`config.mk`:
```
export PLATFORM = sky130hd
export DESIGN_NAME = json_string_unescape_utf8
export DESIGN_NICKNAME = d
export VERILOG_FILES = /design/src/rtl/jsu_pkg.sv /design/src/rtl/json_string_unescape_utf8.sv
export SDC_FILE = /design/constraint.sdc
export NUM_CORES = 1
export LEC_CHECK = 0
export BUFFER_PORTS_ARGS = -buffer_cell sky130_fd_sc_hd__buf_2
export CAP_MARGIN = 20
export CORE_MARGIN = 2
export CORE_UTILIZATION = 56
export DETAILED_ROUTE_END_ITERATION = 16
export PLACE_DENSITY_LB_ADDON = 0.12
export SYNTH_ARGS = -nofsm -noshare
export SYNTH_HDL_FRONTEND = slang
export SYNTH_SLANG_ARGS = --single-unit
```
`constraint.sdc`:
```
create_clock -name clk -period 2.35 [get_ports clk]
set_clock_uncertainty 0.1 [all_clocks]
set_input_delay 0.235 -clock clk [delete_from_list [all_inputs] [get_ports clk]]
set_output_delay 0.235 -clock clk [all_outputs]
set_load 0.01 [all_outputs]
```
`src/rtl/jsu_pkg.sv`:
```
// ----------------------------------------------------------------------------
// jsu_pkg
// Shared codes, types and helpers for the JSON string unescaper.
// ----------------------------------------------------------------------------
package jsu_pkg;

    // parse modes
    localparam logic [2:0] MODE_IDLE   = 3'd0;
    localparam logic [2:0] MODE_STR    = 3'd1;
    localparam logic [2:0] MODE_ESC    = 3'd2;
    localparam logic [2:0] MODE_HEX1   = 3'd3;
    localparam logic [2:0] MODE_LOW_BS = 3'd4;
    localparam logic [2:0] MODE_LOW_U  = 3'd5;
    localparam logic [2:0] MODE_HEX2   = 3'd6;

    // error codes
    localparam logic [2:0] ERR_NONE     = 3'd0;
    localparam logic [2:0] ERR_NO_QUOTE = 3'd1;
    localparam logic [2:0] ERR_CONTROL  = 3'd2;
    localparam logic [2:0] ERR_ESCAPE   = 3'd3;
    localparam logic [2:0] ERR_HEX      = 3'd4;
    localparam logic [2:0] ERR_LOW_ESC  = 3'd5;
    localparam logic [2:0] ERR_LOW_SURR = 3'd6;
    localparam logic [2:0] ERR_CODE_PT  = 3'd7;

    // characters
    localparam logic [7:0] CH_QUOTE = 8'h22;
    localparam logic [7:0] CH_BSL   = 8'h5c;
    localparam logic [7:0] CH_SLASH = 8'h2f;
    localparam logic [7:0] CH_U     = 8'h75;

    // surrogate prefixes (top six bits of a 16-bit unit)
    localparam logic [5:0] SURR_HIGH = 6'b110110;
    localparam logic [5:0] SURR_LOW  = 6'b110111;

    // number of result beats one input byte can produce
    localparam int MAX_RES = 4;
    localparam int RES_CNT_W = $clog2(MAX_RES + 1);

    // one result beat
    typedef struct packed {
        logic [7:0] data;
        logic       bvalid;
        logic       done;
        logic [2:0] err;
    } res_t;

    // hex digit decode: bit 4 set when the byte is a digit
    function automatic logic [4:0] hex_digit(input logic [7:0] c);
        logic [4:0] r;
        r = 5'd0;
        if (c >= 8'h30 && c <= 8'h39)
        begin
            r = {1'b1, c[3:0]};
        end
        else if ((c >= 8'h61 && c <= 8'h66) || (c >= 8'h41 && c <= 8'h46))
        begin
            r = {1'b1, c[3:0] + 4'd9};
        end
        return r;
    endfunction

endpackage

```
`src/rtl/json_string_unescape_utf8.sv`:
```
// ----------------------------------------------------------------------------
// json_string_unescape_utf8
// Takes a quoted JSON string one byte per beat and gives the decoded text as
// UTF-8 bytes, with a done beat on the closing quote or a coded error beat.
// ----------------------------------------------------------------------------
//  channel | signals                                   | dir
//  --------+-------------------------------------------+-----
//  input   | in_valid, in_ready, in_byte               | in
//  result  | out_valid, out_ready, out_byte,           | out
//          | byte_valid, last_of_run, string_done,     |
//          | error_code                                |
//
// Each input byte is decoded in the cycle it is taken; its 0 to 4 result beats
// go into a small result buffer and leave one per cycle while out_ready is high.
// A byte is taken every cycle while each gives at most one result and out_ready
// is high; a byte with several results holds the input until the last of them
// is being taken at the result port.
// Reset puts the parser in idle, waiting for the opening quote, with the
// result buffer empty. A stalled result port holds the input once the
// buffer's last beat is not being taken.
module json_string_unescape_utf8
    import jsu_pkg::*;
(
    input  logic       clk,
    input  logic       rst_n,
    input  logic       in_valid,
    output logic       in_ready,
    input  logic [7:0] in_byte,
    output logic       out_valid,
    input  logic       out_ready,
    output logic [7:0] out_byte,
    output logic       byte_valid,
    output logic       last_of_run,
    output logic       string_done,
    output logic [2:0] error_code
);

    logic [2:0]  mode_reg, mode_next;
    logic [1:0]  cnt_reg, cnt_next;
    logic [15:0] acc_reg, acc_next;
    logic [9:0]  hs_reg, hs_next;

    res_t                 buf_reg [MAX_RES];
    logic [RES_CNT_W-1:0] rem_reg;

    res_t                 res_next [MAX_RES];
    logic [RES_CNT_W-1:0] n_res;

    logic        in_acc;
    logic        out_acc;
    logic [4:0]  hd;
    logic [15:0] hv;
    logic [20:0] cp;
    logic        emit_cp;
    logic [7:0]  single;
    logic        emit_single;
    logic [2:0]  err;
    logic        done;

    // handshake
    assign out_valid = (rem_reg != '0);
    assign out_acc   = out_valid && out_ready;
    assign in_ready  = (rem_reg == '0)
                    || ((rem_reg == RES_CNT_W'(1)) && out_ready);
    assign in_acc    = in_valid && in_ready;

    assign hd = hex_digit(in_byte);
    assign hv = {acc_reg[11:0], hd[3:0]};

    // parser step
    always_comb
    begin
        mode_next   = mode_reg;
        cnt_next    = cnt_reg;
        acc_next    = acc_reg;
        hs_next     = hs_reg;
        err         = ERR_NONE;
        done        = 1'b0;
        emit_single = 1'b0;
        single      = in_byte;
        emit_cp     = 1'b0;
        cp          = {5'd0, hv};
        unique case (mode_reg)
            MODE_STR:
            begin
                if (in_byte == CH_QUOTE)
                begin
                    done      = 1'b1;
                    mode_next = MODE_IDLE;
                end
                else if (in_byte < 8'h20)
                begin
                    err = ERR_CONTROL;
                end
                else if (in_byte == CH_BSL)
                begin
                    mode_next = MODE_ESC;
                end
                else
                begin
                    emit_single = 1'b1;
                end
            end
            MODE_ESC:
            begin
                mode_next   = MODE_STR;
                emit_single = 1'b1;
                case (in_byte)
                    CH_QUOTE, CH_BSL, CH_SLASH: single = in_byte;
                    8'h62: single = 8'h08;
                    8'h66: single = 8'h0c;
                    8'h6e: single = 8'h0a;
                    8'h72: single = 8'h0d;
                    8'h74: single = 8'h09;
                    CH_U:
                    begin
                        emit_single = 1'b0;
                        mode_next   = MODE_HEX1;
                        cnt_next    = 2'd0;
                        acc_next    = 16'd0;
                    end
                    default:
                    begin
                        emit_single = 1'b0;
                        err         = ERR_ESCAPE;
                    end
                endcase
            end
            MODE_HEX1, MODE_HEX2:
            begin
                if (!hd[4])
                begin
                    err = ERR_HEX;
                end
                else if (cnt_reg != 2'd3)
                begin
                    acc_next = hv;
                    cnt_next = cnt_reg + 2'd1;
                end
                else
                begin
                    cnt_next = 2'd0;
                    acc_next = 16'd0;
                    if (mode_reg == MODE_HEX1)
                    begin
                        if (hv[15:10] == SURR_HIGH)
                        begin
                            hs_next   = hv[9:0];
                            mode_next = MODE_LOW_BS;
                        end
                        else if (hv == 16'd0 || hv[15:10] == SURR_LOW)
                        begin
                            err = ERR_CODE_PT;
                        end
                        else
                        begin
                            emit_cp = 1'b1;
                        end
                    end
                    else if (hv[15:10] != SURR_LOW)
                    begin
                        err = ERR_LOW_SURR;
                    end
                    else
                    begin
                        // 0x10000 + (high << 10) + low offset
                        cp      = {({1'b0, hs_reg} + 11'd64), hv[9:0]};
                        hs_next = 10'd0;
                        emit_cp = 1'b1;
                    end
                    if (emit_cp)
                    begin
                        mode_next = MODE_STR;
                    end
                end
            end
            MODE_LOW_BS:
            begin
                if (in_byte != CH_BSL)
                begin
                    err = ERR_LOW_ESC;
                end
                else
                begin
                    mode_next = MODE_LOW_U;
                end
            end
            MODE_LOW_U:
            begin
                if (in_byte != CH_U)
                begin
                    err = ERR_LOW_ESC;
                end
                else
                begin
                    mode_next = MODE_HEX2;
                    cnt_next  = 2'd0;
                    acc_next  = 16'd0;
                end
            end
            default:
            begin
                if (in_byte != CH_QUOTE)
                begin
                    err = ERR_NO_QUOTE;
                end
                else
                begin
                    mode_next = MODE_STR;
                    cnt_next  = 2'd0;
                    acc_next  = 16'd0;
                    hs_next   = 10'd0;
                end
            end
        endcase
        if (err != ERR_NONE)
        begin
            mode_next = MODE_IDLE;
            cnt_next  = 2'd0;
            acc_next  = 16'd0;
            hs_next   = 10'd0;
        end
    end

    // result beats for this byte
    always_comb
    begin
        for (int i = 0; i < MAX_RES; i++)
        begin
            res_next[i] = '{data: 8'd0, bvalid: 1'b0, done: 1'b0, err: ERR_NONE};
        end
        n_res = '0;
        if (err != ERR_NONE)
        begin
            res_next[0].err = err;
            n_res           = RES_CNT_W'(1);
        end
        else if (done)
        begin
            res_next[0].done = 1'b1;
            n_res            = RES_CNT_W'(1);
        end
        else if (emit_single)
        begin
            res_next[0].data   = single;
            res_next[0].bvalid = 1'b1;
            n_res              = RES_CNT_W'(1);
        end
        else if (emit_cp)
        begin
            for (int i = 0; i < MAX_RES; i++)
            begin
                res_next[i].bvalid = 1'b1;
            end
            if (cp[20:7] == 14'd0)
            begin
                res_next[0].data = {1'b0, cp[6:0]};
                n_res            = RES_CNT_W'(1);
            end
            else if (cp[20:11] == 10'd0)
            begin
                res_next[0].data = {3'b110, cp[10:6]};
                res_next[1].data = {2'b10, cp[5:0]};
                n_res            = RES_CNT_W'(2);
            end
            else if (cp[20:16] == 5'd0)
            begin
                res_next[0].data = {4'b1110, cp[15:12]};
                res_next[1].data = {2'b10, cp[11:6]};
                res_next[2].data = {2'b10, cp[5:0]};
                n_res            = RES_CNT_W'(3);
            end
            else
            begin
                res_next[0].data = {5'b11110, cp[20:18]};
                res_next[1].data = {2'b10, cp[17:12]};
                res_next[2].data = {2'b10, cp[11:6]};
                res_next[3].data = {2'b10, cp[5:0]};
                n_res            = RES_CNT_W'(4);
            end
        end
    end

    // parser state
    always_ff @(posedge clk or negedge rst_n)
    begin
        if (!rst_n)
        begin
            mode_reg <= MODE_IDLE;
            cnt_reg  <= 2'd0;
            acc_reg  <= 16'd0;
            hs_reg   <= 10'd0;
        end
        else if (in_acc)
        begin
            mode_reg <= mode_next;
            cnt_reg  <= cnt_next;
            acc_reg  <= acc_next;
            hs_reg   <= hs_next;
        end
    end

    // result buffer count
    always_ff @(posedge clk or negedge rst_n)
    begin
        if (!rst_n)
        begin
            rem_reg <= '0;
        end
        else if (in_acc)
        begin
            rem_reg <= n_res;
        end
        else if (out_acc)
        begin
            rem_reg <= rem_reg - RES_CNT_W'(1);
        end
    end

    // result buffer payload, shifts down one beat per take
    always_ff @(posedge clk)
    begin
        if (in_acc)
        begin
            for (int i = 0; i < MAX_RES; i++)
            begin
                buf_reg[i] <= res_next[i];
            end
        end
        else if (out_acc)
        begin
            for (int i = 0; i < MAX_RES - 1; i++)
            begin
                buf_reg[i] <= buf_reg[i+1];
            end
        end
    end

    // output beat
    assign out_byte    = buf_reg[0].data;
    assign byte_valid  = buf_reg[0].bvalid;
    assign string_done = buf_reg[0].done;
    assign error_code  = buf_reg[0].err;
    assign last_of_run = (rem_reg == RES_CNT_W'(1));

endmodule

```
==> results.ini, run 1 <==
[setup_path]
r2r_start = acc_reg[9]$_DFFE_PN0P_
slowest_delay_ns = 0.45
worst_ep_required_time_ns = 2.35
critPathSlowestCell = dfrtp_2
cp_data_arrival_time_ns = 2.67
cpMostUsedCell = buf_6
cp-start-kind = flop
cp-end-kind = flop
worstPathBufferInverterCount = 2
critical-path-top-delay-family = compound AO/OA/AOI/OAI gates
path_max_fanout = 4
critPathLaunch = acc_reg[9]$_DFFE_PN0P_
crit_type = flop to flop
path_cells = nand4b_1, buf_6, nor3_4, o2111a_2, o22a_2, buf_6, mux2i_1, o21ai_1, a32o_2

[global_route]
grt_pass1_vias = 4639
grt_max_degree = 31
antenna_found_initial = 0
grt-ovfl-total = 0
grt_use_total_pct = 37.0
grt_pass1_wl_mm = 24.7

[synth]
synth_top_cells_by_area = edfxtp_1 24%, dfrtp_1 17%, nand2_1 6.0%
synth_area_mm2 = 0.00455
synth-async-reset-ratio_pct = 44.8
synthFlopType = edfxtp_1
syn_inst = 484
synth.top_cell.area_share_pct = 24.4
synth_top_area_cell = edfxtp_1
synth_area_per_cell_um2 = 9.40
synthTopCellsByCount = 73 x nand2_1, 37 x edfxtp_1, 30 x dfrtp_1
syn_nets = 505
synth_edf_count = 37
yosysSeqAreaShare_pct = 40.9
synth_cell_type_count = 77
yosysWarnings = 0
synth_most_common_cell = nand2_1
ys_ff_latch = 67

[place]
placed_cells = 717
post_dp_cell_area_mm2 = 0.00579
place.gp.congestion = 1.02
post-place-ws_ns = -0.492
port_buffers = 27
dp.final_hpwl_mm = 10.8

[sta]
setup_viol = 52
rsz0062_at_grt = true
tightest_slew_ns = 0.924
final.min_clock_period_ns = 2.67
hold_viol = 0
hold_slack_ns = 0.0884
final_max_slew_viol_count = 0
fin_crit_sh_pct = 114
finalSetupTns_ns = -9.00
max_freq_ghz = 0.374
setup_ws_ns = -0.324
slew_headroom_pct = 37.8

[hold_path]
hold_class = primary input to flop
min-delay-start = out_ready

[finish]
antenna_cells = 0
largest_reg_flops = 37
final_area_mm2 = 0.00691
layout-drive-gt1-share_pct = 50.8
nets = 678
fin_cells = 764
syn2layout_area_growth_pct = 52.0
final_util_pct = 88.5

[cts]
clock_sinks = 67
htreeDepth = 3
cts-root-buf = clkbuf_8
clk_path_buf_depth = 2
insertion_delay_ns = 0.36
clkTransAtPathRegs_ns = 0.07
cts_buffers = 9
cts_tree = done

[floorplanning]
initial_utilization_pct = 58.3
die_y_um = 94.1
die_area_mm2 = 0.00886
ioPinCount = 28
fp.dieW_um = 94.1
core_mm2 = 0.00781
row_count = 32

[outcome]
status = complete, but fails checks
failed_checks = setup timing

[drt]
drtIter0Drc = 451
drc = 0
dr.pass1.iters = 5
route.final.wire_length_mm = 16.6
wire_per_inst_um = 21.7
vias_per_cell = 6.40
ant_nets = 0
vias = 4887

[pwr]
power_leakage_nw = 3.03
irDropWorstVdd_uv = 484
p_per_area_mw_per_mm2 = 637
p_total_mw = 4.40

[job]
cap_viol_max_count = 0

## logic make-up after synthesis
family	count (synthesis)	synth area share, %
and+or+nand+nor	183	21.1
AOI/OAI and AO/OA	141	23.8
DFF	67	40.9
buffers and inverters	64	7.26
muxes	17	3.85
adders and majority gates	9	2.48
xor gates and xnor gates	3	0.578
## area by class of cell
type / instances / area, µm²
multi-input combinational: 353 / 2920
sequential: 67 / 1860
timing repair buffer: 204 / 1690
fill: 373 / 895
clock buffer: 11 / 153
tap: 102 / 128
inverter: 22 / 96.3
clock inverter: 5 / 58.8
## power breakdown
| group | internal, mW | switching, mW | leakage (nW) | total, mW |
|---|---|---|---|---|
| Clock | 0.560 | 0.504 | 0.109 | 1.06 |
| Combinational | 0.785 | 0.896 | 2.14 | 1.68 |
| Sequential | 1.57 | 0.0842 | 0.781 | 1.66 |
## worst register-to-register path: cells and delay by family, from the launching register on
kind / cells / cell delay, ns
AO/OA/AOI/OAI: 4 / 0.86
buffers and inverters: 2 / 0.30
flip-flops: 1 / 0.45
multiplexers: 1 / 0.17
AND/OR/NAND/NOR: 2 / 0.54
## final timing paths
| check | end | slack (ns) | cells after the start |
|---|---|---|---|
| max | buf_reg[0][18]$_DFFE_PP_ | -0.32 | 9 |
| max in group asynchronous | acc_reg[9]$_DFFE_PN0P_ | 1.26 | 2 |
| min reg2reg | rem_reg[1]$_DFFE_PN0P_ | 0.41 | 2 |
| max reg2reg | buf_reg[0][18]$_DFFE_PP_ | -0.32 | 9 |
| min | rem_reg[2]$_DFFE_PN0P_ | 0.09 | 4 |
| min in group asynchronous | acc_reg[10]$_DFFE_PN0P_ | 0.37 | 2 |
## layout by cell type, fill, tap and decap left out, drive strengths merged, types with 7 or more instances in the layout
master and instances:
ha 9, a21o 8, o31ai 13, nor2 26, a21oi 17, o21ai 25, clkbuf 12, nand2 73
o22ai 8, buf 202, nor3 12, and2 9, dfrtp 30, nor2b 7, nand3 10, mux2i 16
inv 23, a22o 13, edfxtp 37
## per-layer routing
layer / GRT usage (%) / up-vias / wire, µm
met5: 0 / - / 0
met1: 47.5 / 2351 / 6370
li1: - / 2134 / -
met3: 5.94 / 85 / 1290
met4: 12.4 / 0 / 785
met2: 63.5 / 317 / 8170
## timing repair
action,4_1_cts,5_1_grt
endpoints found under the hold margin,30,0
buffers inserted,26,11
cloned,2,1
endpoints found under the setup margin,57,63
pin swaps,28,34
gates resized for setup,93,67
hold buffers,1,0
No activity file was read; power rests on OpenSTA's default activity.
==> inputs of run 2 (changes only) <==
--- a/config.mk
+++ b/config.mk
@@ -10,4 +10,5 @@
 export CORE_MARGIN = 2
 export CORE_UTILIZATION = 56
+export CTS_CLUSTER_SIZE = 25
 export DETAILED_ROUTE_END_ITERATION = 16
 export PLACE_DENSITY_LB_ADDON = 0.12
==> constraint.sdc (replaced) <==
create_clock -name clk -period 2.35 [get_ports clk]
set_clock_uncertainty 0.1 [all_clocks]
set_input_delay 0.47 -clock clk [delete_from_list [all_inputs] [get_ports clk]]
set_output_delay 0.47 -clock clk [all_outputs]
set_load 0.01 [all_outputs]
==> results.ini, run 2 (synthesis results as in run 1) <==
[outcome]
status = complete, but fails checks  ; unchanged
failed_checks = setup timing  ; unchanged

[setup_path]
cp-start-kind = flop  ; unchanged
slowest_delay_ns = 0.40  ; was 0.45 ns
cp_data_arrival_time_ns = 2.82  ; was 2.67 ns
worst_ep_required_time_ns = 2.33  ; was 2.35 ns
path_cells = buf_6, nor4_4, buf_4, nand4_1, a211o_1, buf_4, nor3_4, a31oi_4, buf_6, a32oi_1, o31ai_1  ; was nand4b_1, buf_6, nor3_4, o2111a_2, o22a_2, buf_6, mux2i_1, o21ai_1, a32o_2
cp-end-kind = flop  ; unchanged
critPathSlowestCell = dfrtp_1  ; was dfrtp_2
path_max_fanout = 6  ; was 4
crit_type = flop to flop  ; unchanged

[place]
place.gp.congestion = 1.02  ; about the same
dp.final_hpwl_mm = 10.3  ; was 10.8 mm
port_buffers = 27  ; unchanged
placed_cells = 718  ; was 717
post_dp_cell_area_mm2 = 0.00578  ; was 0.00579 mm²

[floorplanning]
row_count = 32  ; unchanged
ioPinCount = 28  ; unchanged
fp.dieW_um = 94.1  ; unchanged
die_y_um = 94.1  ; unchanged
core_mm2 = 0.00781  ; unchanged
die_area_mm2 = 0.00886  ; unchanged
initial_utilization_pct = 58.3  ; unchanged

[drt]
route.final.wire_length_mm = 17.1  ; was 16.6 mm
dr_wl_met3_mm = 1.27  ; was 1.29 mm
met2_length_mm = 8.58  ; was 8.17 mm
ant_nets = 0  ; unchanged
top_layer = met4  ; unchanged
dr.pass1.iters = 5  ; unchanged
wl_met1_mm = 6.34  ; was 6.37 mm
wire_per_inst_um = 22.5  ; was 21.7 µm
vias_per_cell = 6.52  ; was 6.40
vias = 4965  ; was 4887
drtIter0Drc = 445  ; was 451
drc = 0  ; unchanged

[finish]
final.fill_count = 380  ; was 373
syn2layout_area_growth_pct = 49.3  ; was 52.0%
nets = 675  ; was 678
final_area_mm2 = 0.00679  ; was 0.00691 mm²
regArea_mm2 = 0.00186  ; about the same
antenna_cells = 0  ; unchanged
multi_input_area_mm2 = 0.00290  ; was 0.00292 mm²
final_common_cell = buf_4  ; unchanged
layout-drive-gt1-share_pct = 48.6  ; was 50.8%
largest_reg_flops = 37  ; unchanged
fin_cells = 761  ; was 764
final_cell_mix = 152 x buf_4, 54 x nand2_1, 37 x edfxtp_1  ; was 140 x buf_4, 56 x nand2_1, 37 x edfxtp_1

[cts]
htreeDepth = 3  ; unchanged
insertion_delay_ns = 0.36  ; about the same
cts_buffers = 9  ; unchanged
clkTransAtPathRegs_ns = 0.09  ; was 0.07 ns
cts_hold_buf = 0  ; was 1
clock_sinks = 67  ; unchanged
cts_tree = done  ; unchanged
clk_path_buf_depth = 2  ; unchanged
cts-root-buf = clkbuf_8  ; unchanged

[sta]
rsz0062_at_grt = true  ; unchanged
final_max_slew_viol_count = 0  ; unchanged
setup_viol = 58  ; was 52
setup_ws_ns = -0.487  ; was -0.324 ns
slew_headroom_pct = 49.0  ; was 37.8%
fin_crit_sh_pct = 121  ; was 114%
hold_viol = 0  ; unchanged
final.min_clock_period_ns = 2.84  ; was 2.67 ns
tightest_slew_ns = 0.757  ; was 0.924 ns
max_freq_ghz = 0.353  ; was 0.374 GHz

[global_route]
grt_use_total_pct = 37.2  ; was 37.0%
antenna_found_initial = 0  ; unchanged
grt_pass1_vias = 4707  ; was 4639
grt_max_degree = 31  ; unchanged
grt-ovfl-total = 0  ; unchanged
grt_pass1_wl_mm = 24.7  ; about the same

[pwr]
irDropWorstVdd_uv = 423  ; was 484 µV
power_leakage_nw = 2.98  ; was 3.03 nW
p_per_area_mw_per_mm2 = 655  ; was 637 mW/mm²

[job]
cap_viol_max_count = 0  ; unchanged

[hold_path]
hold_class = primary input to asynchronous set/reset pin  ; was primary input to flop

[run 2: changes by cell type in the layout (fill, tap and decap cells not counted), moves of 5 or more]
cell and change:
nand2_4 +6, o31ai_2 -6, o31ai_1 +5, nor2_1 +5
buf_6 -12, buf_4 +12, o21ai_1 -7
[run 2: metrics by stage]
stage / setup slack, ns / power (mW) / TNS (ns) / hold slack [ns] / util (%)
final: -0.487 / 4.45 / -18.58 / 0.0629 / 87.0
after floorplan: -0.608 / 2.51 / -16.66 / 0.0744 / -
after global placement: -0.630 / 2.96 / -31.10 / 0.363 / 74.0
after global routing: -0.521 / 4.62 / -20.25 / 0.0993 / 87.0
after detailed placement: -0.702 / 3.00 / -35.34 / 0.381 / 74.0
after CTS: -0.282 / 4.30 / -9.80 / 0.0764 / 83.3
[run 2: layout make-up]
cell class	instances	area share, %
repair buffers	201	23.7
multi-input cells	353	42.7
clock buffers	9	1.82
inverters	22	1.35
well taps	102	1.88
clock inverters	7	1.11
flip-flops and latches	67	27.4
[run 2: final timing paths]
path | start | end | slack (ns) | cells past startpoint
setup / recovery | acc_reg[9]$_DFFE_PN0P_ | buf_reg[0][8]$_DFFE_PP_ | -0.49 | 11
hold / removal | rst_n | acc_reg[6]$_DFFE_PN0P_ | 0.06 | 1
setup reg to reg | acc_reg[9]$_DFFE_PN0P_ | buf_reg[0][8]$_DFFE_PP_ | -0.49 | 11
hold reg to reg | rem_reg[1]$_DFFE_PN0P_ | rem_reg[1]$_DFFE_PN0P_ | 0.42 | 2
max in group asynchronous | rst_n | acc_reg[8]$_DFFE_PN0P_ | 1.58 | 1
min in group clk | rem_reg[1]$_DFFE_PN0P_ | rem_reg[1]$_DFFE_PN0P_ | 0.42 | 2
[run 2: routing by layer]
layer,up-vias,GRT usage [%]
met2,341,64.2
li1,2136,-
met3,91,5.86
met1,2397,46.1
met5,-,0
met4,0,15.6
[run 2: worst max-delay path, delay by kind of cell (launching register included)]
kind / cells / cell delay (ns)
compound gates: 4 / 0.86
simple gates: 3 / 0.57
flops: 1 / 0.40
buf+inv: 4 / 0.62
[run 2: where the power goes]
group	total [mW]	internal, mW	switching (mW)	leakage, nW
Sequential	1.66	1.57	0.0888	0.783
Clock	1.02	0.500	0.522	0.0996
Combinational	1.76	0.796	0.964	2.09
[run 2: timing repair]
item | 4_1_cts | 5_1_grt
setup endpoints to repair | 58 | 60
buffers inserted | 17 | 9
cloned | 4 | 0
gates resized for setup | 79 | 55
pin swaps | 31 | 30
